==> src/design/assert_macros.svh <==
// ----------------------------------------------------------------------------
// Assertion macros
// Shared concurrent assertion helpers, empty under synthesis.
// ----------------------------------------------------------------------------
`ifndef ASSERT_MACROS_SVH
`define ASSERT_MACROS_SVH
`ifndef SYNTHESIS
`define ASSERT_IMPLIES(label, clk, rst_n, a, b) \
    label: assert property (@(posedge clk) disable iff (!rst_n) (a) |-> (b)) \
        else $error("assertion failed");
`define ASSERT_NEXT(label, clk, rst_n, a, b) \
    label: assert property (@(posedge clk) disable iff (!rst_n) (a) |=> (b)) \
        else $error("assertion failed");
`else
`define ASSERT_IMPLIES(label, clk, rst_n, a, b)
`define ASSERT_NEXT(label, clk, rst_n, a, b)
`endif
`endif

==> src/design/ramr_pkg.sv <==
// ----------------------------------------------------------------------------
// Rational arithmetic package
// Widths, command codes and controller interface types.
// ----------------------------------------------------------------------------
package ramr_pkg;
    localparam int OPERAND_BITS = 16;
    localparam int MAG_BITS     = 2 * OPERAND_BITS + 1;
    localparam int NUM_BITS     = 33;
    localparam int DEN_BITS     = 31;
    localparam int CNT_BITS     = $clog2(MAG_BITS + 1);

    localparam logic [1:0] CMD_MAKE = 2'd0;
    localparam logic [1:0] CMD_ADD  = 2'd1;
    localparam logic [1:0] CMD_MUL  = 2'd2;

    typedef struct packed {
        logic load;
        logic prod;
        logic form;
        logic mod_start;
        logic mod_step;
        logic mod_done;
        logic swap;
        logic divn_start;
        logic divd_start;
        logic div_done_n;
        logic div_done_d;
    } ramr_cmd_t;

    typedef struct packed {
        logic den_zero;
        logic num_zero;
        logic rem_zero;
        logic last_step;
    } ramr_stat_t;
endpackage

==> src/design/ramr_datapath.sv <==
// ----------------------------------------------------------------------------
// Rational datapath
// Products, magnitudes, shared restoring divider for Euclid and quotients.
// ----------------------------------------------------------------------------
module ramr_datapath import ramr_pkg::*;
(
    input  logic                           clk,
    input  logic [1:0]                     cmd,
    input  logic signed [OPERAND_BITS-1:0] a_num,
    input  logic signed [OPERAND_BITS-1:0] a_den,
    input  logic signed [OPERAND_BITS-1:0] b_num,
    input  logic signed [OPERAND_BITS-1:0] b_den,
    input  ramr_cmd_t                      ctl,
    output ramr_stat_t                     stat,
    output logic [NUM_BITS-1:0]            res_num,
    output logic [DEN_BITS-1:0]            res_den
);
    localparam int PB = 2 * OPERAND_BITS;

    logic [1:0]                     cmd_reg;
    logic signed [OPERAND_BITS-1:0] an_reg, ad_reg, bn_reg, bd_reg;
    logic signed [PB-1:0]           p0_reg, p1_reg, p2_reg;
    logic signed [MAG_BITS-1:0]     num_s, den_s;
    logic [MAG_BITS-1:0]            mn_reg, md_reg, q_reg, p_reg, g_reg;
    logic                           neg_reg;
    logic [MAG_BITS-1:0]            dvd_reg, quo_reg, rem_reg, dvs_reg;
    logic [CNT_BITS-1:0]            cnt_reg;
    logic [MAG_BITS:0]              trial;
    logic [MAG_BITS-1:0]            qn_reg;
    logic [NUM_BITS-1:0]            rn_reg;
    logic [DEN_BITS-1:0]            rd_reg;

    assign trial = {rem_reg, dvd_reg[MAG_BITS-1]} - {1'b0, dvs_reg};

    always_comb
    begin
        unique case (cmd_reg)
            CMD_ADD:
            begin
                num_s = MAG_BITS'(p0_reg) + MAG_BITS'(p1_reg);
                den_s = MAG_BITS'(p2_reg);
            end
            CMD_MUL:
            begin
                num_s = MAG_BITS'(p0_reg);
                den_s = MAG_BITS'(p2_reg);
            end
            default:
            begin
                num_s = MAG_BITS'(an_reg);
                den_s = MAG_BITS'(ad_reg);
            end
        endcase
    end

    always_ff @(posedge clk)
    begin
        if (ctl.load)
        begin
            cmd_reg <= cmd;
            an_reg  <= a_num;
            ad_reg  <= a_den;
            bn_reg  <= b_num;
            bd_reg  <= b_den;
        end
        if (ctl.prod)
        begin
            p0_reg <= an_reg * (cmd_reg == CMD_MUL ? bn_reg : bd_reg);
            p1_reg <= bn_reg * ad_reg;
            p2_reg <= ad_reg * bd_reg;
        end
        if (ctl.form)
        begin
            neg_reg <= num_s[MAG_BITS-1] ^ den_s[MAG_BITS-1];
            mn_reg  <= num_s[MAG_BITS-1] ? -num_s : num_s;
            md_reg  <= den_s[MAG_BITS-1] ? -den_s : den_s;
            q_reg   <= num_s[MAG_BITS-1] ? -num_s : num_s;
            p_reg   <= den_s[MAG_BITS-1] ? -den_s : den_s;
        end
        if (ctl.swap)
        begin
            q_reg <= p_reg;
            p_reg <= rem_reg;
        end
        if (ctl.mod_start)
        begin
            dvd_reg <= q_reg;
            dvs_reg <= p_reg;
            rem_reg <= '0;
            quo_reg <= '0;
            cnt_reg <= '0;
        end
        else if (ctl.divn_start || ctl.divd_start)
        begin
            dvd_reg <= ctl.divn_start ? mn_reg : md_reg;
            dvs_reg <= g_reg;
            rem_reg <= '0;
            quo_reg <= '0;
            cnt_reg <= '0;
        end
        else if (ctl.mod_step)
        begin
            dvd_reg <= dvd_reg << 1;
            if (!trial[MAG_BITS])
            begin
                rem_reg <= trial[MAG_BITS-1:0];
                quo_reg <= {quo_reg[MAG_BITS-2:0], 1'b1};
            end
            else
            begin
                rem_reg <= {rem_reg[MAG_BITS-2:0], dvd_reg[MAG_BITS-1]};
                quo_reg <= {quo_reg[MAG_BITS-2:0], 1'b0};
            end
            cnt_reg <= cnt_reg + 1'b1;
        end
        if (ctl.mod_done)
            g_reg <= p_reg;
        if (ctl.div_done_n)
            qn_reg <= quo_reg;
        if (ctl.div_done_d)
        begin
            rn_reg <= neg_reg ? NUM_BITS'(-qn_reg) : NUM_BITS'(qn_reg);
            rd_reg <= DEN_BITS'(quo_reg);
        end
    end

    assign stat.den_zero  = (md_reg == '0);
    assign stat.num_zero  = (mn_reg == '0);
    assign stat.rem_zero  = (rem_reg == '0);
    assign stat.last_step = (cnt_reg == CNT_BITS'(MAG_BITS - 1));
    assign res_num = rn_reg;
    assign res_den = rd_reg;
endmodule

==> src/design/ramr_ctrl.sv <==
// ----------------------------------------------------------------------------
// Rational controller
// Sequences load, products, Euclid loop and the two quotient divisions.
// ----------------------------------------------------------------------------
module ramr_ctrl import ramr_pkg::*;
(
    input  logic       clk,
    input  logic       rst_n,
    input  logic       in_fire,
    input  logic       out_fire,
    input  ramr_stat_t stat,
    output ramr_cmd_t  ctl,
    output logic       busy,
    output logic       out_valid,
    output logic       res_sel_err,
    output logic       res_sel_zero
);
    localparam logic [3:0] S_IDLE  = 4'd0;
    localparam logic [3:0] S_PROD  = 4'd1;
    localparam logic [3:0] S_FORM  = 4'd2;
    localparam logic [3:0] S_CHECK = 4'd3;
    localparam logic [3:0] S_MOD   = 4'd4;
    localparam logic [3:0] S_MODCK = 4'd5;
    localparam logic [3:0] S_DIVN  = 4'd6;
    localparam logic [3:0] S_DIVD  = 4'd7;
    localparam logic [3:0] S_DIVQ  = 4'd8;
    localparam logic [3:0] S_OUT   = 4'd9;

    logic [3:0] state_reg, state_next;
    logic       err_reg, err_next, zero_reg, zero_next;
    logic       second_reg, second_next;

    always_comb
    begin
        ctl         = '0;
        state_next  = state_reg;
        err_next    = err_reg;
        zero_next   = zero_reg;
        second_next = second_reg;
        unique case (state_reg)
            S_IDLE:
                if (in_fire)
                begin
                    ctl.load   = 1'b1;
                    state_next = S_PROD;
                end
            S_PROD:
            begin
                ctl.prod   = 1'b1;
                state_next = S_FORM;
            end
            S_FORM:
            begin
                ctl.form   = 1'b1;
                state_next = S_CHECK;
            end
            S_CHECK:
            begin
                err_next  = stat.den_zero;
                zero_next = stat.num_zero;
                if (stat.den_zero || stat.num_zero)
                    state_next = S_OUT;
                else
                begin
                    ctl.mod_start = 1'b1;
                    state_next    = S_MOD;
                end
            end
            S_MOD:
            begin
                ctl.mod_step = 1'b1;
                if (stat.last_step)
                    state_next = S_MODCK;
            end
            S_MODCK:
                if (stat.rem_zero)
                begin
                    ctl.mod_done = 1'b1;
                    second_next  = 1'b0;
                    state_next   = S_DIVN;
                end
                else
                begin
                    ctl.swap   = 1'b1;
                    state_next = S_CHECK;
                end
            S_DIVN:
            begin
                if (second_reg)
                    ctl.divd_start = 1'b1;
                else
                    ctl.divn_start = 1'b1;
                state_next = S_DIVD;
            end
            S_DIVD:
            begin
                ctl.mod_step = 1'b1;
                if (stat.last_step)
                    state_next = S_DIVQ;
            end
            // quotient complete only after the last step has been clocked
            S_DIVQ:
                if (!second_reg)
                begin
                    ctl.div_done_n = 1'b1;
                    second_next    = 1'b1;
                    state_next     = S_DIVN;
                end
                else
                begin
                    ctl.div_done_d = 1'b1;
                    state_next     = S_OUT;
                end
            S_OUT:
                if (out_fire)
                    state_next = S_IDLE;
            default:
                state_next = S_IDLE;
        endcase
    end

    always_ff @(posedge clk or negedge rst_n)
    begin
        if (!rst_n)
        begin
            state_reg  <= S_IDLE;
            err_reg    <= 1'b0;
            zero_reg   <= 1'b0;
            second_reg <= 1'b0;
        end
        else
        begin
            state_reg  <= state_next;
            err_reg    <= err_next;
            zero_reg   <= zero_next;
            second_reg <= second_next;
        end
    end

    assign busy         = (state_reg != S_IDLE);
    assign out_valid    = (state_reg == S_OUT);
    assign res_sel_err  = err_reg;
    assign res_sel_zero = zero_reg;
endmodule

==> src/design/rational_add_mul_reduce_core.sv <==
// ----------------------------------------------------------------------------
// Rational add / multiply / reduce core
// Forms a fraction, sum or product and reduces it to lowest terms.
// ----------------------------------------------------------------------------
// Usage:
//   s_axis_* takes one item: cmd, a_num, a_den, b_num, b_den.
//   m_axis_* delivers one result item: res_num, res_den, error.
//   One item in flight; s_axis_tready is high only while the core is idle.
//   Sequence: products and magnitudes are registered first; each Euclid
//   remainder step runs a check, 33 divider steps and a remainder test;
//   then come the two quotient divisions by the gcd. All use one shared
//   33-bit restoring divider, one quotient bit a cycle.
//   A zero numerator or denominator skips the divider.
//   The result holds on m_axis_tdata while m_axis_tready is low; no new
//   item is taken until it is delivered.
//   Reset empties the core; no result is pending afterwards.
// ----------------------------------------------------------------------------
`include "assert_macros.svh"
module rational_add_mul_reduce_core import ramr_pkg::*;
(
    input  logic        clk,
    input  logic        rst_n,
    input  logic        s_axis_tvalid,
    output logic        s_axis_tready,
    // cmd[1:0], a_num[17:2], a_den[33:18], b_num[49:34], b_den[65:50], pad
    input  logic [71:0] s_axis_tdata,
    output logic        m_axis_tvalid,
    input  logic        m_axis_tready,
    // res_num[32:0], res_den[63:33]
    output logic [63:0] m_axis_tdata,
    // error
    output logic        m_axis_tuser
);
    ramr_cmd_t           ctl;
    ramr_stat_t          stat;
    logic                busy, sel_err, sel_zero, in_fire, out_fire;
    logic [NUM_BITS-1:0] rn;
    logic [DEN_BITS-1:0] rd;

    assign s_axis_tready = !busy;
    assign in_fire  = s_axis_tvalid && s_axis_tready;
    assign out_fire = m_axis_tvalid && m_axis_tready;

    ramr_ctrl u_ctrl
    (
        .clk          (clk),
        .rst_n        (rst_n),
        .in_fire      (in_fire),
        .out_fire     (out_fire),
        .stat         (stat),
        .ctl          (ctl),
        .busy         (busy),
        .out_valid    (m_axis_tvalid),
        .res_sel_err  (sel_err),
        .res_sel_zero (sel_zero)
    );

    ramr_datapath u_dp
    (
        .clk     (clk),
        .cmd     (s_axis_tdata[1:0]),
        .a_num   (s_axis_tdata[17:2]),
        .a_den   (s_axis_tdata[33:18]),
        .b_num   (s_axis_tdata[49:34]),
        .b_den   (s_axis_tdata[65:50]),
        .ctl     (ctl),
        .stat    (stat),
        .res_num (rn),
        .res_den (rd)
    );

    always_comb
    begin
        if (sel_err)
            m_axis_tdata = '0;
        else if (sel_zero)
            m_axis_tdata = {31'd1, 33'd0};
        else
            m_axis_tdata = {rd, rn};
    end
    assign m_axis_tuser = sel_err;

    `ASSERT_IMPLIES(a_no_accept_busy, clk, rst_n, m_axis_tvalid, !s_axis_tready)
    `ASSERT_NEXT(a_accept_busy, clk, rst_n, in_fire, busy && !m_axis_tvalid)
    `ASSERT_IMPLIES(a_err_zero, clk, rst_n, m_axis_tvalid && m_axis_tuser, m_axis_tdata == 64'd0)
    `ASSERT_IMPLIES(a_den_pos, clk, rst_n, m_axis_tvalid && !m_axis_tuser, m_axis_tdata[63:33] != 31'd0)
endmodule

==> config.mk <==
export PLATFORM = sky130hd
export DESIGN_NAME = rational_add_mul_reduce_core
export DESIGN_NICKNAME = d
export VERILOG_FILES = /design/src/design/ramr_pkg.sv /design/src/design/ramr_datapath.sv /design/src/design/ramr_ctrl.sv /design/src/design/rational_add_mul_reduce_core.sv
export VERILOG_INCLUDE_DIRS = /design/src /design/src/design
export SDC_FILE = /design/constraint.sdc
export NUM_CORES = 2
export LEC_CHECK = 0
export BUFFER_PORTS_ARGS = -buffer_cell sky130_fd_sc_hd__buf_2
export CAP_MARGIN = 30
export CORE_MARGIN = 4
export CORE_UTILIZATION = 38
export DETAILED_ROUTE_END_ITERATION = 16
export PLACE_DENSITY = 0.58
export SYNTH_ARGS = -nofsm -noshare
export SYNTH_HDL_FRONTEND = slang
export SYNTH_SLANG_ARGS = --single-unit
export TNS_END_PERCENT = 1
==> constraint.sdc <==
create_clock -name clk -period 15.5 [get_ports clk]
set_input_delay 0 -clock clk [delete_from_list [all_inputs] [get_ports clk]]
set_output_delay 0 -clock clk [all_outputs]
set_load 0.1 [all_outputs]
# ---- Word-level counts from Yosys, hierarchy flattened
# Index checks and enable logic that the tools add are counted.
dict set report classes {
  n_addsub 6
  n_mul 3
  div 0
  n_lt_le_gt_ge 0
  n_eq_ne 17
  shifts 0
  mux 44
  bitwise_logic 1
  n_reduce_logical 19
}
# cell count
set ops {}
lappend ops {{two-way mux 33 bit} 15}
lappend ops {{two-way mux 64 bit} 2}
lappend ops {{zero test 33 bit} 3}
lappend ops {{negator 33 bit} 3}
lappend ops {{one-hot mux 33 bit (2 select lines)} 1}
lappend ops {{multiplier 16 x 16 -> 32 bit} 2}
lappend ops {{one-hot mux 4 bit (10 select lines)} 1}
lappend ops {{subtractor 34 x 33 -> 34 bit} 1}
lappend ops {{adder 32 x 32 -> 33 bit} 1}
lappend ops {{multiplier 16 x 32 -> 32 bit} 1}
lappend ops {{two-way mux 32 bit} 1}
lappend ops {{two-way mux 4 bit} 6}
lappend ops {{== test 4 x 3 -> 1 bit (second input constant)} 4}
lappend ops {{two-way mux 1 bit} 13}
lappend ops {{== test 4 x 2 -> 1 bit (second input constant)} 2}
lappend ops {{== test 4 bit (second input constant)} 2}
lappend ops {{!= test 2 bit (second input constant)} 4}
lappend ops {{adder 6 x 1 -> 6 bit (second input constant)} 1}
lappend ops {{== test 6 bit (second input constant)} 1}
lappend ops {{two-way mux 2 bit} 3}
lappend ops {{nonzero test 2 bit} 3}
lappend ops {{OR reduction 2 bit} 3}
lappend ops {{== test 4 x 1 -> 1 bit (second input constant)} 1}
lappend ops {{zero test 4 bit} 1}
lappend ops {{13 further kinds} 15}
dict set report totals {
  register_bits 570
  latchBits 0
  mem_bits_rw 0
  rom_bits 0
  input_bits 76
  output_inout_bits 67
  word_cells 116
  mem_count 0
}

# ---- Longest topological paths before layout
dict set report logic_depth {
  depth_word 7
  mapped_depth 33
  ltp_nobuf 27
}

# ---- Modules after synthesis
# Synthesis repeated with hierarchy kept, for this count alone.
dict set report unflattened {
  hier_cells 5543
  hier_area_um2 57388.8
}
# mod instances cells_each area_per_inst_um2 seq_area_each_um2
set by_module_without_submodules {}
lappend by_module_without_submodules {ramr_datapath 1 5388 55827.3 16185.5}
lappend by_module_without_submodules {rational_add_mul_reduce_core 1 81 957.2 0.0}
lappend by_module_without_submodules {ramr_ctrl 1 74 604.3 175.2}

# ---- Worst setup path before layout
# Ideal clock, no wire load.
dict set report synth_path {
  path_type {flip-flop to flip-flop}
  start {reg u_dp.cmd_reg[0]}
  end {reg u_dp.p0_reg[31] (data pin)}
  setup_time_ns 0.260
  arrival_time_ns 8.058
  t_required_ns 15.240
  setup_slack_ns 7.182
  stages_incl_launch_ff 31
  n_path_buf 6
  synth_period_minus_slack_ns 8.318
  cell_sequence {edfxtp_1 > inv_1 > ha_1 > clkbuf_1 > buf_1 > buf_2 > buf_1 > buf_1 > mux2_2 > clkbuf_1 > nand2_1 > fa_1 > fa_1 > fa_1 > inv_1 > fa_1 > fa_1 > inv_1 > fa_1 > inv_1 > ha_1 > a21o_1 > a21oi_1 > o21bai_1 > o21a_1 > a2111oi_0 > nor3_1 > o31ai_1 > o21ai_0 > a21oi_1 > xnor2_1}
}
dict set report synth_between {
  elab_chain_len 3
}
# item line
set synth_lines {}
lappend synth_lines {{start, declared} ramr_datapath.sv:20} ;# logic [1:0] cmd_reg;
lappend synth_lines {{start signal, assigned} ramr_datapath.sv:60} ;# cmd_reg <= cmd;
lappend synth_lines {{== test 2 bit} ramr_datapath.sv:68} ;# p0_reg <= an_reg * (cmd_reg == CMD_MUL ? bn_reg : bd_reg);
lappend synth_lines {{two-way mux 32 bit} ramr_datapath.sv:68}
lappend synth_lines {{multiplier 16 x 32 -> 32 bit} ramr_datapath.sv:68}
lappend synth_lines {{end signal, assigned} ramr_datapath.sv:68}
lappend synth_lines {{end, declared} ramr_datapath.sv:22} ;# logic signed [PB-1:0] p0_reg, p1_reg, p2_reg;
# No other way between the ends.
# A chain may end at the register's enable or synchronous reset.

# ---- Worst setup path in the final report
# Same ends and word-level chain as after synthesis.

==> PnR_summary.wiki <==
{| class="wikitable"
! Metric !! Value
|-
| Highest-delay cell along the critical path || sky130_fd_sc_hd__mux2_2
|-
| DR pass1 iterations || 5
|-
| Post-synth top area share || 27.6%
|-
| Total number of vias || 40400
|-
| Number of slew-limit violations in the final report || 0
|-
| Clock tree from TritonCTS || yes
|-
| Slew Limit Headroom || 34.4%
|-
| Max FO, Critical Path || 49
|-
| Clock tree root buffer cell || sky130_fd_sc_hd__clkbuf_16
|-
| DIE WIDTH || 396 um
|-
| Total of max-cap violations || 0
|-
| Simple-gate share of the synthesized area || 13.8%
|-
| Min Tclk post-route || 8330 ps
|-
| Share of flip-flops with an asynchronous set or reset after synthesis || 1.23%
|-
| Count of boundary I/O pins || 143
|-
| Final total negative setup slack || 0 ps
|-
| Setup Viol. Count Final || 0
|-
| Most used routing layer || met2
|-
| Aggregate routed wire length || 150000 um
|-
| Met3 Track Usage GR || 2.49%
|-
| Run status || finished clean
|-
| Top FF cell, synth || sky130_fd_sc_hd__edfxtp_1
|-
| Initial antenna violation count || 3
|-
| Fmax || 120 MHz
|-
| Syn Std Cell Area || 57100 um^2
|-
| Main combinational cell family by area after synthesis || adder cells
|-
| Number of gates resized after CTS || 0
|-
| Count of clock tree sinks || 570
|-
| Cells taking the most area after synthesis || sky130_fd_sc_hd__fa_1, sky130_fd_sc_hd__edfxtp_1, sky130_fd_sc_hd__ha_1
|-
| Tightest hold margin || 36.5 ps
|-
| Height of the die || 396 um
|-
| Number of flops mapped to enable cells by yosys || 491
|-
| Worst-case clock skew || 82.7 ps
|-
| Data required time at the worst endpoint || 15900 ps
|-
| Slew at the pin closest to its max-slew limit || 984 ps
|-
| Global-route usage over all layers || 19.5%
|-
| Setup repair after global routing missed its margin || no
|-
| Fraction of final layout cells sized beyond drive strength 1 || 7.84%
|-
| Number of nets produced by synthesis || 6885
|-
| Startpoint of the most critical register-to-register path || u_dp.cmd_reg[0]
|-
| Number of global-route vias before repair || 42100
|-
| Worst reg2reg endpoint || u_dp.p0_reg[31]
|-
| Average wire per cell in the routed design || 19.0 um
|-
| Kind of critical path || reg2reg
|-
| Sort of element at the end of the critical path || register
|-
| Number of buffers created by CTS || 69
|-
| Total Nets Final || 7020
|-
| DP Wirelength || 112000 um
|-
| Sequential element share of the synthesized area || 28.6%
|-
| Clock buffer depth || 3
|-
| Final estimated routing congestion in global placement || 0.888
|-
| Adder-cell share of the synthesized area || 34.6%
|-
| Overflow left after global routing || 0
|-
| R2R depth || 28
|-
| Worst Hold Class || in2reg
|-
| Count of warnings emitted by yosys || 0
|-
| Reg-to-reg slack, setup || 7170 ps
|-
| Total of flip-flops plus latches after synthesis || 570
|-
| Number of port buffers || 136
|-
| Cell occurring most often along the worst timing path || sky130_fd_sc_hd__fa_1
|-
| Starting DRT DRC Count || 2401
|-
| Initial cell density of the core || 38.2%
|-
| Post-synth top cells || sky130_fd_sc_hd__inv_1, sky130_fd_sc_hd__fa_1, sky130_fd_sc_hd__nand2_1
|-
| Met1 capacity usage during global routing || 25.8%
|-
| Crit share post-route || 53.8%
|-
| Hold Crit Depth || 2
|-
| Final hold violation count || 0
|-
| DR vias/cell || 5.10
|-
| Pin count of the biggest net entering global routing || 85
|-
| Hold path startpoint || s_axis_tdata[18]
|-
| Startpoint Class || register
|-
| Most frequent cell after synthesis || sky130_fd_sc_hd__inv_1
|-
| Average instance area after synthesis || 10.0 um^2
|-
| Post-synthesis compound-gate area fraction || 8.13%
|-
| Area of the placeable core || 150000 um^2
|-
| Layout Area Growth over Synthesis || 11.2%
|-
| Share of the core filled with cells in the final layout || 42.5%
|-
| Portion of netlist area occupied by mux cells || 3.08%
|-
| Post-route DRC || 0
|-
| Post-detailed-route count of antenna-violating nets || 0
|-
| Count of H-tree levels built during CTS || 3
|-
| Critical Path Max Stage Delay || 600 ps
|-
| Synth Area in XOR/XNOR || 3.58%
|-
| Die area || 157000 um^2
|-
| Data arrival time of the critical path || 8730 ps
|-
| Hold worst-path end || u_dp.ad_reg[0]
|-
| Distinct cell type count of the synthesized netlist || 92
|-
| Post-Synthesis Cells || 5703
|-
| Wire length of the first global-routing pass || 240000 um
|-
| Worst-Skew Late Latency || 720 ps
|-
| Number of cell rows || 142
|-
| Clock-pin slew on the worst setup and hold paths || 60 ps
|-
| Met2 usage in global routing || 32.9%
|-
| Yosys top cell by area || sky130_fd_sc_hd__fa_1
|}
==> stage by stage <==
| step | instances | setup WS (ps) | area (um^2) |
|---|---|---|---|
| after global routing | 7909 | 6800 | 63500 |
| after global placement | 7665 | 6670 | 59900 |
| final | 7910 | 7170 | 63500 |
| after floorplan | 5703 | 7180 | 57100 |
| after detailed placement | 7670 | 7180 | 60000 |
| after CTS | 7908 | 7140 | 63500 |
==> cells by family (layout without fill, tap and decap cells) <==
logic type / after synthesis / after routing
compound gates: 737 / 737
xor+xnor: 233 / 233
fa+ha+maj: 1106 / 1106
buf+inv: 1234 / 1424
flops: 570 / 570
mux: 165 / 165
other cells: 1 / 2
simple gates: 1657 / 1657
==> cells in the final DEF (no fill, tap or decap), types with 12 or more instances in the layout <==
master                            n
sky130_fd_sc_hd__o21bai_1        22
sky130_fd_sc_hd__o211ai_1        13
sky130_fd_sc_hd__nand2b_1        43
sky130_fd_sc_hd__nor4_1          28
sky130_fd_sc_hd__o21a_1          27
sky130_fd_sc_hd__clkbuf_16       69
sky130_fd_sc_hd__ha_1           317
sky130_fd_sc_hd__nor2_1         180
sky130_fd_sc_hd__buf_4           65
sky130_fd_sc_hd__nor3_1          61
sky130_fd_sc_hd__nand4_1         25
sky130_fd_sc_hd__a31oi_1         22
sky130_fd_sc_hd__xnor2_1        172
sky130_fd_sc_hd__and2_1         357
sky130_fd_sc_hd__fa_1           788
sky130_fd_sc_hd__or3_1           23
sky130_fd_sc_hd__nor2b_1         37
sky130_fd_sc_hd__and3_1          21
sky130_fd_sc_hd__o21ai_1         13
sky130_fd_sc_hd__mux2_2          81
sky130_fd_sc_hd__xor2_1          60
sky130_fd_sc_hd__buf_2          136
sky130_fd_sc_hd__a21oi_1        199
sky130_fd_sc_hd__dfxtp_1         72
sky130_fd_sc_hd__dlygate4sd3_1  112
sky130_fd_sc_hd__mux2i_1         81
sky130_fd_sc_hd__clkinv_2        12
sky130_fd_sc_hd__o21ai_0        217
sky130_fd_sc_hd__edfxtp_1       491
sky130_fd_sc_hd__nand3_1         36
sky130_fd_sc_hd__a211oi_1        19
sky130_fd_sc_hd__inv_1          976
sky130_fd_sc_hd__o31ai_1         40
sky130_fd_sc_hd__nand2_1        783
sky130_fd_sc_hd__a21o_1          54
==> area by class of cell <==
cell class	instances	area (um^2)
multi-input cells	3899	36200
inverters	979	3670
clock buffers	83	1810
fillers	14600	86100
well taps	2016	2520
diodes	1	2.50
repair buffers	319	2400
flip-flops and latches	570	16400
clock inverters	43	576
==> worst max-delay path by stage <==
stage / startpoint / endpoint / slack [ps]
after floorplan: u_dp.cmd_reg[0] / u_dp.p0_reg[31] / 7180
after global placement: u_dp.cmd_reg[0] / u_dp.p0_reg[31] / 6670
after detailed placement: u_dp.cmd_reg[0] / u_dp.p0_reg[31] / 7180
after CTS: u_dp.cmd_reg[0] / u_dp.p0_reg[31] / 7140
after global routing: u_dp.cmd_reg[0] / u_dp.p0_reg[31] / 6800
final: u_dp.cmd_reg[0] / u_dp.p0_reg[31] / 7170
==> what timing repair did <==
| action | 4_1_cts | 5_1_grt |
|---|---|---|
| setup buffers | 0 | 0 |
| endpoints found under the hold margin | 92 | 0 |
| hold buffers | 112 | 0 |
| setup endpoints to repair | 0 | 0 |
==> critical path: cells and delay by family (launching register included) <==
family,cells,cell delay [ps]
adders and majority gates,8,3420
AOI/OAI and AO/OA,8,1910
buffers and inverters,7,1030
muxes,1,600
and+or+nand+nor,3,520
DFF,1,380
xor gates and xnor gates,1,100
==> layer usage <==
layer | up-vias | routed length, um
met4 | 0 | 5140
met1 | 20500 | 64800
met5 | - | 0
met2 | 1065 | 72200
li1 | 18600 | -
met3 | 196 | 7960
Power is left out: the tool's default activity adds up to more than one toggle a clock period on the data nets, which glitch-free logic cannot reach.
